$ cat src/rtl/stc_pkg.sv
// Shared types, codes and helper functions for the scalar token classifier.
package stc_pkg;

  // Number grammar phases
  localparam logic [3:0] PH_START  = 4'd0;
  localparam logic [3:0] PH_SIGN   = 4'd1;
  localparam logic [3:0] PH_ZERO   = 4'd2;
  localparam logic [3:0] PH_INT    = 4'd3;
  localparam logic [3:0] PH_DOT    = 4'd4;
  localparam logic [3:0] PH_FRAC   = 4'd5;
  localparam logic [3:0] PH_EXP    = 4'd6;
  localparam logic [3:0] PH_EXPSGN = 4'd7;
  localparam logic [3:0] PH_EXPDIG = 4'd8;
  localparam logic [3:0] PH_ERR    = 4'd9;

  // Result classes
  localparam logic [2:0] CLS_STRING = 3'd0;
  localparam logic [2:0] CLS_NULL   = 3'd1;
  localparam logic [2:0] CLS_TRUE   = 3'd2;
  localparam logic [2:0] CLS_FALSE  = 3'd3;
  localparam logic [2:0] CLS_NUMBER = 3'd4;

  // Keyword mask bits
  localparam int KW_NULL  = 0;
  localparam int KW_TRUE  = 1;
  localparam int KW_FALSE = 2;

  localparam logic [2:0] KW_ALL     = 3'b111;
  localparam logic [2:0] POS_SAT    = 3'd6;
  localparam logic [2:0] LEN_NULL   = 3'd4;
  localparam logic [2:0] LEN_TRUE   = 3'd4;
  localparam logic [2:0] LEN_FALSE  = 3'd5;

  typedef struct packed {
    logic [7:0] ch;
    logic       quoted;
    logic       empty_req;
    logic       last;
  } item_t;

  function automatic logic is_digit(input logic [7:0] c);
    return (c >= 8'h30) && (c <= 8'h39);
  endfunction

  function automatic logic [3:0] next_phase(input logic [3:0] ph, input logic [7:0] c);
    logic d;
    logic e;
    logic [3:0] nx;
    d = is_digit(c);
    e = (c == 8'h65) || (c == 8'h45);
    nx = PH_ERR;
    unique case (ph)
      PH_START: begin
        if (c == 8'h2d) nx = PH_SIGN;
        else if (c == 8'h30) nx = PH_ZERO;
        else if (d) nx = PH_INT;
      end
      PH_SIGN: begin
        if (c == 8'h30) nx = PH_ZERO;
        else if (d) nx = PH_INT;
      end
      PH_ZERO: begin
        if (c == 8'h2e) nx = PH_DOT;
        else if (e) nx = PH_EXP;
      end
      PH_INT: begin
        if (d) nx = PH_INT;
        else if (c == 8'h2e) nx = PH_DOT;
        else if (e) nx = PH_EXP;
      end
      PH_DOT: begin
        if (d) nx = PH_FRAC;
      end
      PH_FRAC: begin
        if (d) nx = PH_FRAC;
        else if (e) nx = PH_EXP;
      end
      PH_EXP: begin
        if ((c == 8'h2b) || (c == 8'h2d)) nx = PH_EXPSGN;
        else if (d) nx = PH_EXPDIG;
      end
      PH_EXPSGN, PH_EXPDIG: begin
        if (d) nx = PH_EXPDIG;
      end
      default: nx = PH_ERR;
    endcase
    return nx;
  endfunction

  function automatic logic phase_accepts(input logic [3:0] ph);
    return (ph == PH_ZERO) || (ph == PH_INT) || (ph == PH_FRAC) || (ph == PH_EXPDIG);
  endfunction

  // Which keywords have character c at position pos
  function automatic logic [2:0] kw_char_hit(input logic [2:0] pos, input logic [7:0] c);
    logic [2:0] hit;
    hit = 3'b000;
    unique case (pos)
      3'd0: begin
        hit[KW_NULL]  = (c == 8'h6e);
        hit[KW_TRUE]  = (c == 8'h74);
        hit[KW_FALSE] = (c == 8'h66);
      end
      3'd1: begin
        hit[KW_NULL]  = (c == 8'h75);
        hit[KW_TRUE]  = (c == 8'h72);
        hit[KW_FALSE] = (c == 8'h61);
      end
      3'd2: begin
        hit[KW_NULL]  = (c == 8'h6c);
        hit[KW_TRUE]  = (c == 8'h75);
        hit[KW_FALSE] = (c == 8'h6c);
      end
      3'd3: begin
        hit[KW_NULL]  = (c == 8'h6c);
        hit[KW_TRUE]  = (c == 8'h65);
        hit[KW_FALSE] = (c == 8'h73);
      end
      3'd4: begin
        hit[KW_FALSE] = (c == 8'h65);
      end
      default: hit = 3'b000;
    endcase
    return hit;
  endfunction

endpackage

$ cat src/rtl/stc_in_stage.sv
// Input register stage: holds one accepted transaction until the core takes it.
module stc_in_stage (
  input  logic          clk,
  input  logic          rst_n,
  input  logic          in_valid,
  output logic          in_stall,
  input  stc_pkg::item_t in_item,
  input  logic          take,
  output logic          item_vld,
  output stc_pkg::item_t item
);
  import stc_pkg::*;

  logic  vld_r;
  logic  vld_nxt;
  item_t item_r;
  logic  load;

  assign in_stall = vld_r && !take;
  assign load     = in_valid && !in_stall;
  assign vld_nxt  = load ? 1'b1 : (take ? 1'b0 : vld_r);

  always_ff @(posedge clk) begin
    if (!rst_n) begin
      vld_r <= 1'b0;
    end else begin
      vld_r <= vld_nxt;
    end
  end

  always_ff @(posedge clk) begin
    if (load) begin
      item_r <= in_item;
    end
  end

  assign item_vld = vld_r;
  assign item     = item_r;
endmodule

$ cat src/rtl/stc_core.sv
// Token state (number phase, keyword mask, position) and class decision.
module stc_core (
  input  logic           clk,
  input  logic           rst_n,
  input  logic           item_vld,
  input  stc_pkg::item_t item,
  input  logic           res_free,
  output logic           take,
  output logic           res_load,
  output logic [2:0]     res_class
);
  import stc_pkg::*;

  logic [3:0] phase_r;
  logic [3:0] phase_nxt;
  logic [2:0] alive_r;
  logic [2:0] alive_nxt;
  logic [2:0] pos_r;
  logic [2:0] pos_nxt;
  logic       ends;
  logic [2:0] cls;

  assign ends      = item.empty_req || item.last;
  assign take      = item_vld && (!ends || res_free);
  assign res_load  = take && ends;

  assign phase_nxt = next_phase(phase_r, item.ch);
  assign alive_nxt = alive_r & kw_char_hit(pos_r, item.ch);
  assign pos_nxt   = (pos_r < POS_SAT) ? pos_r + 3'd1 : POS_SAT;

  always_comb begin
    priority if (item.empty_req || item.quoted) begin
      cls = CLS_STRING;
    end else if (alive_nxt[KW_NULL] && (pos_nxt == LEN_NULL)) begin
      cls = CLS_NULL;
    end else if (alive_nxt[KW_TRUE] && (pos_nxt == LEN_TRUE)) begin
      cls = CLS_TRUE;
    end else if (alive_nxt[KW_FALSE] && (pos_nxt == LEN_FALSE)) begin
      cls = CLS_FALSE;
    end else if (phase_accepts(phase_nxt)) begin
      cls = CLS_NUMBER;
    end else begin
      cls = CLS_STRING;
    end
  end

  assign res_class = cls;

  always_ff @(posedge clk) begin
    if (!rst_n) begin
      phase_r <= PH_START;
      alive_r <= KW_ALL;
      pos_r   <= 3'd0;
    end else if (take) begin
      // ending transaction returns the token state to its start
      if (ends) begin
        phase_r <= PH_START;
        alive_r <= KW_ALL;
        pos_r   <= 3'd0;
      end else begin
        phase_r <= phase_nxt;
        alive_r <= alive_nxt;
        pos_r   <= pos_nxt;
      end
    end
  end
endmodule

$ cat src/rtl/stc_out_stage.sv
// Output register: holds one class result until the receiver takes it.
module stc_out_stage (
  input  logic       clk,
  input  logic       rst_n,
  input  logic       res_load,
  input  logic [2:0] res_class,
  output logic       res_free,
  output logic       out_valid,
  input  logic       out_stall,
  output logic [2:0] out_scalar_class
);
  logic       vld_r;
  logic       vld_nxt;
  logic [2:0] cls_r;

  assign res_free = !vld_r || !out_stall;
  assign vld_nxt  = res_load ? 1'b1 : (res_free ? 1'b0 : vld_r);

  always_ff @(posedge clk) begin
    if (!rst_n) begin
      vld_r <= 1'b0;
    end else begin
      vld_r <= vld_nxt;
    end
  end

  always_ff @(posedge clk) begin
    if (res_load) begin
      cls_r <= res_class;
    end
  end

  assign out_valid        = vld_r;
  assign out_scalar_class = cls_r;
endmodule

$ cat src/rtl/scalar_token_classifier.sv
// Top level of the scalar token classifier.
//
//   channel | ports                                      | direction
//   --------+--------------------------------------------+----------
//   in      | in_valid, in_stall, in_ch, in_quoted,      | input
//           | in_empty_req, in_last                      |
//   out     | out_valid, out_stall, out_scalar_class     | output
//
// One character per cycle while no ending transaction waits on a stalled output:
// an accepted transaction sits in the input register, from there it updates the
// token state and, when it ends a scalar, loads the class into the output register.
// Reset (rst_n low, synchronous) clears both stage valids and the token state.
// A stalled output only holds back ending transactions; others still advance.
module scalar_token_classifier (
  input  logic       clk,
  input  logic       rst_n,
  input  logic       in_valid,
  output logic       in_stall,
  input  logic [7:0] in_ch,
  input  logic       in_quoted,
  input  logic       in_empty_req,
  input  logic       in_last,
  output logic       out_valid,
  input  logic       out_stall,
  output logic [2:0] out_scalar_class
);
  import stc_pkg::*;

  item_t      in_item;
  item_t      item;
  logic       item_vld;
  logic       take;
  logic       res_load;
  logic       res_free;
  logic [2:0] res_class;

  assign in_item.ch        = in_ch;
  assign in_item.quoted    = in_quoted;
  assign in_item.empty_req = in_empty_req;
  assign in_item.last      = in_last;

  stc_in_stage u_in (
    .clk      (clk),
    .rst_n    (rst_n),
    .in_valid (in_valid),
    .in_stall (in_stall),
    .in_item  (in_item),
    .take     (take),
    .item_vld (item_vld),
    .item     (item)
  );

  stc_core u_core (
    .clk       (clk),
    .rst_n     (rst_n),
    .item_vld  (item_vld),
    .item      (item),
    .res_free  (res_free),
    .take      (take),
    .res_load  (res_load),
    .res_class (res_class)
  );

  stc_out_stage u_out (
    .clk              (clk),
    .rst_n            (rst_n),
    .res_load         (res_load),
    .res_class        (res_class),
    .res_free         (res_free),
    .out_valid        (out_valid),
    .out_stall        (out_stall),
    .out_scalar_class (out_scalar_class)
  );
endmodule

$ cat config.mk
export PLATFORM = sky130hd
export DESIGN_NAME = scalar_token_classifier
export DESIGN_NICKNAME = d
export VERILOG_FILES = /design/src/rtl/stc_pkg.sv /design/src/rtl/stc_in_stage.sv /design/src/rtl/stc_core.sv /design/src/rtl/stc_out_stage.sv /design/src/rtl/scalar_token_classifier.sv
export SDC_FILE = /design/constraint.sdc
export NUM_CORES = 1
export LEC_CHECK = 0
export ABC_CLOCK_PERIOD_IN_PS = 2950
export BUFFER_PORTS_ARGS = -buffer_cell sky130_fd_sc_hd__buf_2
export CORE_MARGIN = 2
export CORE_UTILIZATION = 58
export CTS_CLUSTER_DIAMETER = 100
export DETAILED_ROUTE_END_ITERATION = 6
export HOLD_SLACK_MARGIN = 0.06
export PLACE_DENSITY = 0.78
export SYNTH_ARGS = -nofsm -noshare
export SYNTH_HDL_FRONTEND = slang
export SYNTH_SLANG_ARGS = --single-unit
$ cat constraint.sdc
create_clock -name clk -period 2.95 [get_ports clk]
set_clock_uncertainty 0.2 [all_clocks]
set_input_delay 0.4425 -clock clk [delete_from_list [all_inputs] [get_ports clk]]
set_output_delay 0.4425 -clock clk [all_outputs]
set_load 0.02 [all_outputs]
==> results list, run 1 <==
- The clock reaches the later pin of the worst-skew pair after about 0.34 ns.
- TritonCTS built the clock tree.
- At the end of routability-driven placement, the weighted congestion stood at 1.03.
* Sequential element share of the synthesized area: 38.2%
- Max Clk Rate: 0.397 GHz
- Synthesis instantiated between 50 and 60 different standard cells from the library.
- Total clock sinks: 26
- The via count of the first global-routing pass came to approximately 1500.
* Fraction of layout instances using a drive strength above 1: 17.0%
- Dividing the detail-routed via count by the number of cells gives 6.61.
- Global routing consumed, over all layers together, roughly a quarter of the routing resources.
- CP max stage delay: 0.53 ns
- Area occupied by registers: 661 um^2
- Largest driver fanout on the critical path: 9
- Antenna Violating Nets Remaining: 0
- ANT cells: 0
* Number of top-level design ports: 20
- During synthesis, Yosys emitted a total of 0 warnings.
- Depth of the most critical reg-to-reg path: 8
* Hold-critical path endpoint: u_in.item[1]
* Number of detailed-route iterations in the first pass: 4
* Kind of start point of the critical path: register
- Row generation in the floorplan step produced 19 rows.
- Once the clock tree was built, the resizer swapped 0 gates to a different size.
* Power density over cell area: 369 nW/um^2
- The first routing iteration left 141 violations.
- The worst pin sits at a relative slew slack of 57.3%.
- Setup repair after global routing left no endpoint under its margin.
* Clock-pin slew on the worst setup and hold paths: 0.16 ns
* Critical R2R Launch: u_core.pos_r[2]
- Final setup vio count: 0
- Synthesis produced a netlist with a net count of 202.
- For this design, the CTS-stage hold fixing added 0 buffers.
- Crit path time final: between 2 and 3 ns
- Max_cap viols: 0
* Post-Synthesis Cells: 182
* LEAKAGE: about 0.72 nW
* Class of the most critical hold timing path: in2reg
- CTS H-tree depth: 1
- Final WL: 3730 um
- CTS Root Cell: sky130_fd_sc_hd__clkbuf_4
* Wire length of the first global-routing pass: ~6400 um
* EDFF count, synth: 14
* Synthesis-to-layout area growth: 10.4%
- Starting density of the core: 61.6%
* Biggest area contributors in the synthesized netlist: sky130_fd_sc_hd__edfxtp_1, sky130_fd_sc_hd__dfxtp_1, sky130_fd_sc_hd__ha_1, sky130_fd_sc_hd__nor2b_1, sky130_fd_sc_hd__a21oi_1
* Mean area per synthesized cell: 9.49 um^2
- Slew @ Worst Pin: 0.636 ns
* Cell accounting for the most synthesized area: sky130_fd_sc_hd__edfxtp_1
- Summing over every cut layer, the via total after detailed routing is 1526.
- Hold path depth: 1
- Leading cell type by number of instances after synthesis: sky130_fd_sc_hd__edfxtp_1
- Critical path endpoint category: register
- Minimum setup slack among reg-to-reg paths: 0.43 ns
- Detailed placement ended at an HPWL of around 2800 um.
* Outcome: complete, no violations
- The startpoint identified for the worst hold timing path is in_empty_req.
- Traced cell by cell, the critical path runs through inv_1 > ha_1 > nor4bb_1 > a21oi_1 > o22ai_1 > a31oi_1 > o31ai_1 > nor4_1.
- Clock Path Buffers: 2
- The die covers ~3400 um^2.
- In the synthesized netlist the dominant register cell turns out to be sky130_fd_sc_hd__edfxtp_1.
* Average wire per cell in the routed design: approximately 16 um
* Seq cells post-synth: 26
* Synthesized cell area: 1730 um^2
* Destination of the worst register-to-register timing path: u_out.out_scalar_class[2]
* Slew Limit Fails: 0
* Share of the synthesized area in the top cell type: 24.3%
- The commonest cells after synthesis are sky130_fd_sc_hd__edfxtp_1, sky130_fd_sc_hd__dfxtp_1, sky130_fd_sc_hd__a21oi_1, sky130_fd_sc_hd__o21ai_0.
- Worst path arrival time: 2.43 ns
* Initial antenna violation count: 0
- The critical path in this run is classified as reg2reg.
- After layout, the worst path uses 85.5% of the clock period.
* Proportion of register bits with asynchronous set or reset after synthesis: 0%
* Data required time at the worst endpoint: about 2.9 ns
* Clock buffer count from CTS: 3
- Entering global routing, the biggest net connects 16 pins.
* Layout filler cell count: ~210
- After routing, the total negative slack on setup checks comes to 0 ns.
- The multi-input combinational cells in the finished layout cover a total of 978 um^2.
* Core Region: 2810 um^2
- GRT overflow: 0
* Die H: 58.6 um
- After detailed routing, the number of remaining DRC violations is 0.
- The slowest stage of the critical path is the sky130_fd_sc_hd__dfxtp_1 cell.
- Final Hold Viols: 0
* Count of input and output buffers: 19
* Hold WS: between 0.06 and 0.07 ns
* NumNets Final: 221
- After clock tree synthesis, the setup repair step added 0 buffers.
- Worst vdd ir: ~0.31 mV
* Die width: roughly 60 um
==> flip-flops by register name, indices dropped and copies added (netlist names) <==
signal / count
u_out.out_scalar_class: 3
u_core.alive_r: 3
u_core.phase_r: 4
u_in.item_vld: 1
u_out.out_valid: 1
u_in.item: 11
u_core.pos_r: 3
==> per-stage QoR <==
stage | instances | cell area, um^2 | utilization [%] | worst slack, ns | total power [mW]
2_1_floorplan | 182 | 1730 | - | 0.671 | 0.472
3_3_place_gp | 225 | 1840 | 65.6 | 0.514 | 0.493
3_5_place_dp | 225 | 1840 | 65.6 | 0.465 | 0.496
4_1_cts | 229 | 1890 | 67.3 | 0.448 | 0.702
5_1_grt | 231 | 1910 | 68.0 | 0.181 | 0.729
6_report | 231 | 1910 | 68.0 | 0.429 | 0.705
==> final cells by class <==
cell class                      count  share of cell area (%)
Multi-Input combinational cell    135                    51.3
Sequential cell                    26                    34.6
Timing Repair Buffer               25                    7.61
Tap cell                           31                    2.03
Inverter                           10                    1.97
Clock buffer                        4                    2.49
==> cell families (layout without fill, tap and decap cells) <==
kind of cell,after synthesis,after routing,share of synthesized area (%)
adder cells (fa/ha/maj),5,5,3.62
buffers and inverters,21,39,5.14
flip-flops,26,26,38.2
multiplexers,2,2,1.16
AND/OR/NAND/NOR,65,65,25.6
XOR/XNOR,1,1,0.507
AO/OA/AOI/OAI,62,62,25.7
==> worst max-delay path: cells and delay by family, from the launching register on <==
kind	cells	cell delay [ns]
adder cells (fa/ha/maj)	1	0.31
AND/OR/NAND/NOR	2	0.40
AO/OA/AOI/OAI	4	0.69
flip-flops	1	0.53
buffers and inverters	1	0.19
==> layout by cell type, fill, tap and decap left out, drive strengths merged, types with 2 or more instances in the layout <==
master        n
buf          23
edfxtp       14
dfxtp        12
o21ai        12
a21oi        11
nor2b        10
inv          10
nand2         7
a22oi         7
nand3         7
nor2          5
and2          5
a31oi         5
ha            5
nor3b         5
nor4bb        4
o22ai         4
nand2b        4
clkbuf        4
nand4         3
nor3          3
mux2i         2
and4          2
o21a          2
a211oi        2
a32oi         2
o211ai        2
o31ai         2
nor4          2
dlygate4sd3   2
nand3b        2
a2111oi       2
==> layer usage <==
layer  up-vias  part of all wire, %  global-route usage [%]
li1        745                    -                       -
met1       720                   43                    29.6
met2        51                   50                    41.1
met3        10                  4.3                    2.86
met4         0                  2.2                    11.0
met5         -                    0                       0
==> worst max-delay path by stage <==
stage	from	to	slack [ns]	cells after the start
2_1_floorplan	u_core.pos_r[2]	u_out.out_scalar_class[1]	0.67	6
3_3_place_gp	u_core.pos_r[2]	u_out.out_scalar_class[2]	0.51	8
3_5_place_dp	u_core.pos_r[2]	u_out.out_scalar_class[2]	0.47	8
4_1_cts	u_core.pos_r[2]	u_out.out_scalar_class[2]	0.45	8
5_1_grt	u_core.pos_r[2]	u_out.out_scalar_class[2]	0.18	8
6_report	u_core.pos_r[2]	u_out.out_scalar_class[2]	0.43	8
==> power breakdown <==
part	total (mW)	switching (mW)	internal (mW)
clock network	0.213	0.110	0.104
logic	0.0738	0.0378	0.0360
registers	0.417	0.0203	0.397
total	0.705	0.168	0.537
Power figures use the tool's default switching activity.
==> run 2: changes to the inputs <==
--- a/constraint.sdc
+++ b/constraint.sdc
@@ -4,2 +4,2 @@
 set_output_delay 0.4425 -clock clk [all_outputs]
-set_load 0.02 [all_outputs]
+set_load 0.05 [all_outputs]
==> run 2 against run 1 <==
Compared with the run above: die area unchanged; largest cell class unchanged; cell area down 0.72%; first-iteration DRC count rose by 55%; critical endpoint unchanged; highest routed layer unchanged; global-route usage up 0.57 points.
==> results list, run 2 (synthesis gave the netlist of run 1 again) <==
- Initial antenna violation count: 0
- The die is ~60 um tall.
* GRT overflow: 0
* Residual DRC count: 0
- The count of final hold-check violations came to 0.
* Number of cells on the critical path: 7
- Together, buffers and inverters on the worst path number 1.
- Max Clk Rate: 0.385 GHz
- Core Region: 2810 um^2
- Hold path depth: 1
- The library cells used most frequently in the layout, excluding fill and tap cells, are sky130_fd_sc_hd__buf_2, sky130_fd_sc_hd__edfxtp_1, sky130_fd_sc_hd__dfxtp_1.
- Cts-stage hold buffer count: 0
- In this run the worst path has a maximum fanout of 14.
* Worst path arrival time: 2.55 ns
* Fraction of layout instances using a drive strength above 1: 17.1%
- Wires add up to 3890 um.
- At the worst endpoint, the required time is 2.91 ns.
- The worst hold path belongs to the class in2reg.
- Prior to clock tree synthesis, the placed netlist has a worst setup slack of around 0.48 ns.
- The first detailed-routing pass ran for 4 iterations.
- Total power after layout: 674 uW
* Outcome: complete, no violations
* Worst Slack Setup Final: ~0.35 ns
* Setup Crit Path Kind: reg2reg
- Leaving out fill and tap cells, the most frequent cell in the layout is sky130_fd_sc_hd__buf_2.
* Number of top-level design ports: 20
- The congestion estimate from routability-driven global placement came to between 0.9 and 1.
- Measured in cells, the most critical reg-to-reg path has a length of 7.
* Power density over cell area: 356 nW/um^2
- Average wire per cell in the routed design: 16.9 um
* Final cell count without fillers: 230
- Number of flip-flops in the largest register: 11
- The worst path uses 88.0% of the clock period.
- Critical Path, Cell by Cell: nor4bb_1 > buf_4 > nand2_1 > a32oi_1 > o211ai_1 > nor3b_1 > nor4_1
- Clock Path Buffers: 2
- In this run the tool buffered the top-level ports with 19 buffer cells.
- Slowest library cell on the worst path: sky130_fd_sc_hd__edfxtp_1
* CTS H-tree depth: 1
* Final setup vio count: 0
- After filler insertion, the fill cell instance count of the layout stands at 244.
- After clock tree synthesis, the clock-pin slew on the worst setup and hold paths is 0.14 ns.
- In this run the post-CTS setup repair buffer count came out at 0.
- Critical path endpoint category: register
- Slew @ Worst Pin: 0.594 ns
- Summed over all failing endpoints, the final setup total negative slack is 0 ns.
- Die width: 58.6 um
- Overall die area: 3430 um^2
- The clock net in this run drives a total of 26 sinks.
- Row generation in the floorplan step produced 19 rows.
- STA classifies the critical path startpoint as a register.
- In this run, placement finished with an instance count of 224.
* Unrepaired setup endpoints after global routing: no
* Area occupied by registers: 661 um^2
- The first routing iteration left ~220 violations.
* Worst-skew pair later-pin latency: around 0.33 ns
- TritonCTS built the clock tree.
- In this run the clock root is driven by a sky130_fd_sc_hd__clkbuf_4.
- The via count of the first global-routing pass is 1419.
* Number of vias in the routed layout: around 1500
- The HPWL after detailed placement is 2860 um.
* Headroom to the max-slew limit: 60.1%
* All-layer global routing usage: 24.3%
- Starting density of the core: about three fifths
* Worst vdd ir: 0.313 mV
- LEAKAGE: 0.709 nW
- Number of instances resized during post-cts repair: 0
- The first global-routing pass estimated 6390 um of wire.
- The repair_antennas step left the layout with diodes totalling 0.
- Slew Limit Fails: 0
* NumNets Final: 220
- Entering global routing, the biggest net connects 15 pins.
- Area occupied by multi-input gates: 983 um^2
* Max_cap viols: 0
- Drt via density: 6.53
* Crit path time final: ~2.6 ns
* Synthesis-to-layout area growth: 9.63%
* Antenna Violating Nets Remaining: 0
- The largest single stage delay on the critical path is ~0.59 ns.
* Clock buffer count from CTS: 3
- Category of cells accounting for the largest share of critical-path delay: simple AND/OR/NAND/NOR gates
## run 2: cell types whose count changed in the layout (fill, tap and decap cells not counted)
cell                        change
sky130_fd_sc_hd__buf_4          -1
sky130_fd_sc_hd__clkbuf_16      -1
sky130_fd_sc_hd__clkbuf_8       +1
sky130_fd_sc_hd__nor3b_1        -1
sky130_fd_sc_hd__nor3b_2        +1
## run 2: through the flow
| step | util [%] | area, um^2 | hold WS, ns |
|---|---|---|---|
| after global routing | 67.5 | 1890 | 0.0686 |
| after CTS | 66.8 | 1870 | 0.0784 |
| after floorplan | - | 1730 | 0.265 |
| final | 67.5 | 1890 | 0.0806 |
| after global placement | 65.5 | 1840 | 0.292 |
| after detailed placement | 65.5 | 1840 | 0.298 |
## run 2: report_power, final
group,switching [mW],internal [mW],leakage [nW],total [mW]
combinational,0.0415,0.0352,0.453,0.0768
sequential,0.0217,0.397,0.235,0.419
clock,0.103,0.0756,0.0210,0.178
total,0.166,0.508,0.709,0.674
## run 2: area by class of cell
class	instances	share of cell area (%)
timing repair buffer	24	7.27
multi-input combinational	135	51.9
sequential	26	34.9
tap	31	2.05
inverter	10	1.98
clock buffer	4	1.92
## run 2: worst paths after layout
path / from / endpoint / slack [ns]
max: u_in.item[4] / u_out.out_scalar_class[2] / 0.35
min: in_quoted / u_in.item[2] / 0.08
max reg2reg: u_in.item[4] / u_out.out_scalar_class[2] / 0.35
min reg2reg: u_core.alive_r[0] / u_core.alive_r[0] / 0.34
## run 2: layer usage
layer / GRT usage, % / wire length (um)
met1: 31.7 / 1720
met2: 40.3 / 1940
met3: 2.86 / 148
met4: 11.7 / 85
met5: 0 / 0
==> run 3: changes to the inputs <==
Settings changed: ABC_AREA set to 1.
==> run 3 against run 2 <==
Compared with the run above: worst hold slack better by 0.0061 ns; sequential share of layout area shrank 0.79 points; maximum frequency is 22% higher; critical path depth increased by 7; setup slack gained 0.47 ns; combinational power rose by 24%; via count rose by 13%; critical path type unchanged.
==> results list, run 3 <==
- NumNets Final: 309
* Number of vias in the routed layout: ~1700
- Final design instance area without fill: 1940 um^2
* Wire length of the first global-routing pass: 6090 um
- Proportion of register bits with asynchronous set or reset after synthesis: 0%
- Of the total synthesized cell area, the portion taken by AND, OR, NAND and NOR gates is 42.3%.
* Worst path arrival time: 2.02 ns
- Highest-count cells in the layout ignoring fill and taps: sky130_fd_sc_hd__nand2_1, sky130_fd_sc_hd__nor2_1, sky130_fd_sc_hd__inv_1
* GRT overflow: 0
* Iter 0 DRT Violations: 68
- Entering global routing, the biggest net connects 15 pins.
* Hold-critical path endpoint: u_in.item[3]
- In this run, post-CTS repair resized a total of 0 instances.
- No sink is reached through more buffers than the 2 on the longest clock path.
* Class of the most critical hold timing path: in2reg
- Synth top cells by count: sky130_fd_sc_hd__nand2_1, sky130_fd_sc_hd__nor2_1, sky130_fd_sc_hd__inv_1, sky130_fd_sc_hd__nand3_1, sky130_fd_sc_hd__a21oi_1
- Slew @ Worst Pin: 0.465 ns
- Synthesized cell area: 1770 um^2
- Hold path depth: 1
* Hold WS: just under 0.09 ns
* Total Negative Setup Slacks: 0 ns
- Sequential element share of the synthesized area: 37.3%
* Number of top-level design ports: 20
- Multiplexer fraction of the synthesized cell area: 0%
- Drt via density: 5.30
- Startpoint of the worst hold path: in_ch[0]
- Once detailed placement completed, the half-perimeter wirelength came to around 2900 um.
* Slew Limit Fails: 0
* Compound-Gate Fraction of Synth Area: 9.25%
- The count of final hold-check violations was 0.
- Buffers inserted during clock tree synthesis total 3.
- A synthesized cell averages 6.69 um^2.
* Number of nets produced by synthesis: 285
- Across the run, the number of max-cap violations was 0.
* Worst-skew pair later-pin latency: 0.32 ns
- Once the clock tree was built, the setup fixing pass inserted 0 buffers.
- The via count of the first global-routing pass was roughly 1500.
- The number of antenna diodes in the final layout is 0.
* Count of input and output buffers: 19
- The filler cells instantiated in the layout total 274.
* EDFF count, synth: 14
- Worst vdd ir: around 0.26 mV
- Power spread over the standard cell area amounts to 338 nW/um^2.
* Final clock period utilization by the worst path: roughly 72%
- The routed design has between 3000 and 4000 um of wire.
* Critical path endpoint category: register
- The library cell used most frequently in the layout, excluding fill and tap cells, is sky130_fd_sc_hd__nand2_1.
* Average wire per cell in the routed design: between 10 and 15 um
- The cell that appears most often on the critical path is sky130_fd_sc_hd__nand2_1.
- On the critical path, the stage with the largest delay is an instance of sky130_fd_sc_hd__dfxtp_1.
- Setup repair after global routing left no endpoint under its margin.
- Initial antenna violation count: 0
- Startpoint of the worst setup timing path: u_core.pos_r[0]
* Xor and xnor area share after synthesis: 0%
- Number of distinct standard cells referenced by the synthesized netlist: 24
- Critical Path, Cell by Cell: ha_1 > ha_1 > inv_1 > nand2_1 > nand2_1 > nand2_1 > nor2_1 > nand3_1 > nand2_1 > nand3_1 > nand2_1 > inv_1 > nand3_1 > nor2_1
* Main combinational cell family by area after synthesis: simple AND/OR/NAND/NOR gates
* Dominant synthesized flop cell: sky130_fd_sc_hd__edfxtp_1
- Of the cells placed in the final design, the portion with a size suffix greater than 1 is 14.6%.
* Largest driver fanout on the critical path: 5
- Number of flip-flops in the largest register: 11
* Leading cell type by number of instances after synthesis: sky130_fd_sc_hd__nand2_1
* Critical R2R Launch: u_core.pos_r[0]
- Destination of the worst register-to-register timing path: u_out.out_scalar_class[2]
* Seq cells post-synth: 26
- Of the total synthesized cell area, the portion taken by full adders, half adders and majority gates is under 10%.
- STA classifies the critical path startpoint as a register.
- Depth of the most critical reg-to-reg path: 14
* Clock tree from TritonCTS: done
- Final cell utilization of the core: 65.1%
- From synthesis to final layout, the design area changed by 9.39%.
* Number of warning messages in the yosys log: 0
- Overall die area: 3510 um^2
* Cell accounting for the most synthesized area: sky130_fd_sc_hd__edfxtp_1
- The smallest clock period supported by the final layout is computed as about 2.1 ns.
- Cell row count: 20
* Weighted congestion at the end of routability-driven global placement: 0.905
- Starting density of the core: 59.5%
- Post-Synthesis Cells: 265
* Cts-stage hold buffer count: 0
- The critical path is of the reg2reg type.
- Die H: 59.3 um
- In this run the number of H-tree levels came out at 1.
* Antenna Violating Nets Remaining: 0
- Summing all placed instances gives a cell area of ~1900 um^2.
- Share of the synthesized area in the top cell type: 23.7%
* Clock-pin slew on the worst setup and hold paths: ~0.13 ns
- Timing would allow up to 0.469 GHz.
* Outcome: complete, no violations
* Final setup vio count: 0
* Total power after layout: 655 uW
- LEAKAGE: 0.930 nW
- Across every metal layer, demand over resource in global routing totals ~23%.
- Residual DRC count: 0
* CP max stage delay: 0.37 ns
* Data required time at the worst endpoint: roughly 2.8 ns
* Total clock sinks: 26
- The root buffer cell chosen for the clock tree is sky130_fd_sc_hd__clkbuf_4.
- Biggest area contributors in the synthesized netlist: sky130_fd_sc_hd__edfxtp_1, sky130_fd_sc_hd__nand2_1, sky130_fd_sc_hd__dfxtp_1, sky130_fd_sc_hd__nor2_1, sky130_fd_sc_hd__nand3_1
* Minimum setup slack among reg-to-reg paths: 0.82 ns
- The die is between 50 and 60 um wide.
- After floorplanning, the core was sized to cover just under 3000 um^2.
* Headroom to the max-slew limit: 68.9%
- The first detailed-routing pass ran for 4 iterations.
==> run 3: cell types whose count changed in the layout (fill, tap and decap cells not counted), sizes merged, moves of 5 or more <==
| cell | previous run | this run |
|---|---|---|
| nand2 | 7 | 90 |
| nor2 | 5 | 45 |
| inv | 10 | 34 |
| nand3 | 7 | 28 |
| nor2b | 10 | 0 |
| a22oi | 7 | 0 |
| and2 | 5 | 0 |
| nor3b | 5 | 0 |
| o21ai | 12 | 7 |
==> run 3: cell families after synthesis <==
kind of cell | Yosys count
buffers and inverters | 36
and+or+nand+nor | 169
adders and majority gates | 5
DFF | 26
AOI/OAI and AO/OA | 29
==> run 3: per-layer routing <==
metal  vias up  routed length [um]  global-route usage [%]  part of all wire (%)
met5         -                   0                       0                     0
met4         0                  38                    6.17                   1.1
met3         5                  96                    3.49                   2.8
met2        26                1730                    40.8                    50
met1       768                1610                    27.8                    46
li1        903                   -                       -                     -
==> run 3: worst max path at each step <==
stage | endpoint | slack (ns) | cells after the start
floorplan | u_in.item[0] | 0.50 | 3
global placement | u_out.out_scalar_class[2] | 0.90 | 14
detailed placement | u_out.out_scalar_class[2] | 0.84 | 14
CTS | u_out.out_scalar_class[2] | 0.82 | 14
global route | u_out.out_scalar_class[2] | 0.63 | 14
finish | u_out.out_scalar_class[2] | 0.82 | 14
==> run 3: area by class of cell <==
class / instances / area, um^2 / area share [%]
sequential: 26 / 661 / 34.1
clock inverter: 1 / 3.75 / 0.194
timing repair buffer: 20 / 103 / 5.29
tap: 33 / 41.3 / 2.13
multi-input combinational: 203 / 976 / 50.4
inverter: 35 / 131 / 6.78
clock buffer: 3 / 22.5 / 1.16
==> run 3: where the power goes <==
part,total (mW),leakage (nW),internal [mW],switching [mW]
registers,0.411,0.234,0.398,0.0128
clock network,0.149,0.0154,0.0496,0.0992
logic,0.0955,0.680,0.0318,0.0637
==> run 3: stage by stage <==
step,setup WS [ns],instances
2_1_floorplan,0.498,265
4_1_cts,0.823,321
5_1_grt,0.632,321
3_3_place_gp,0.897,317
6_report,0.819,321
3_5_place_dp,0.844,317
==> run 3: critical path: cells and delay by family, from the launching register on <==
family | cells | cell delay (ns)
fa+ha+maj | 2 | 0.44
buf+inv | 2 | 0.18
flops | 1 | 0.37
simple gates | 10 | 0.71
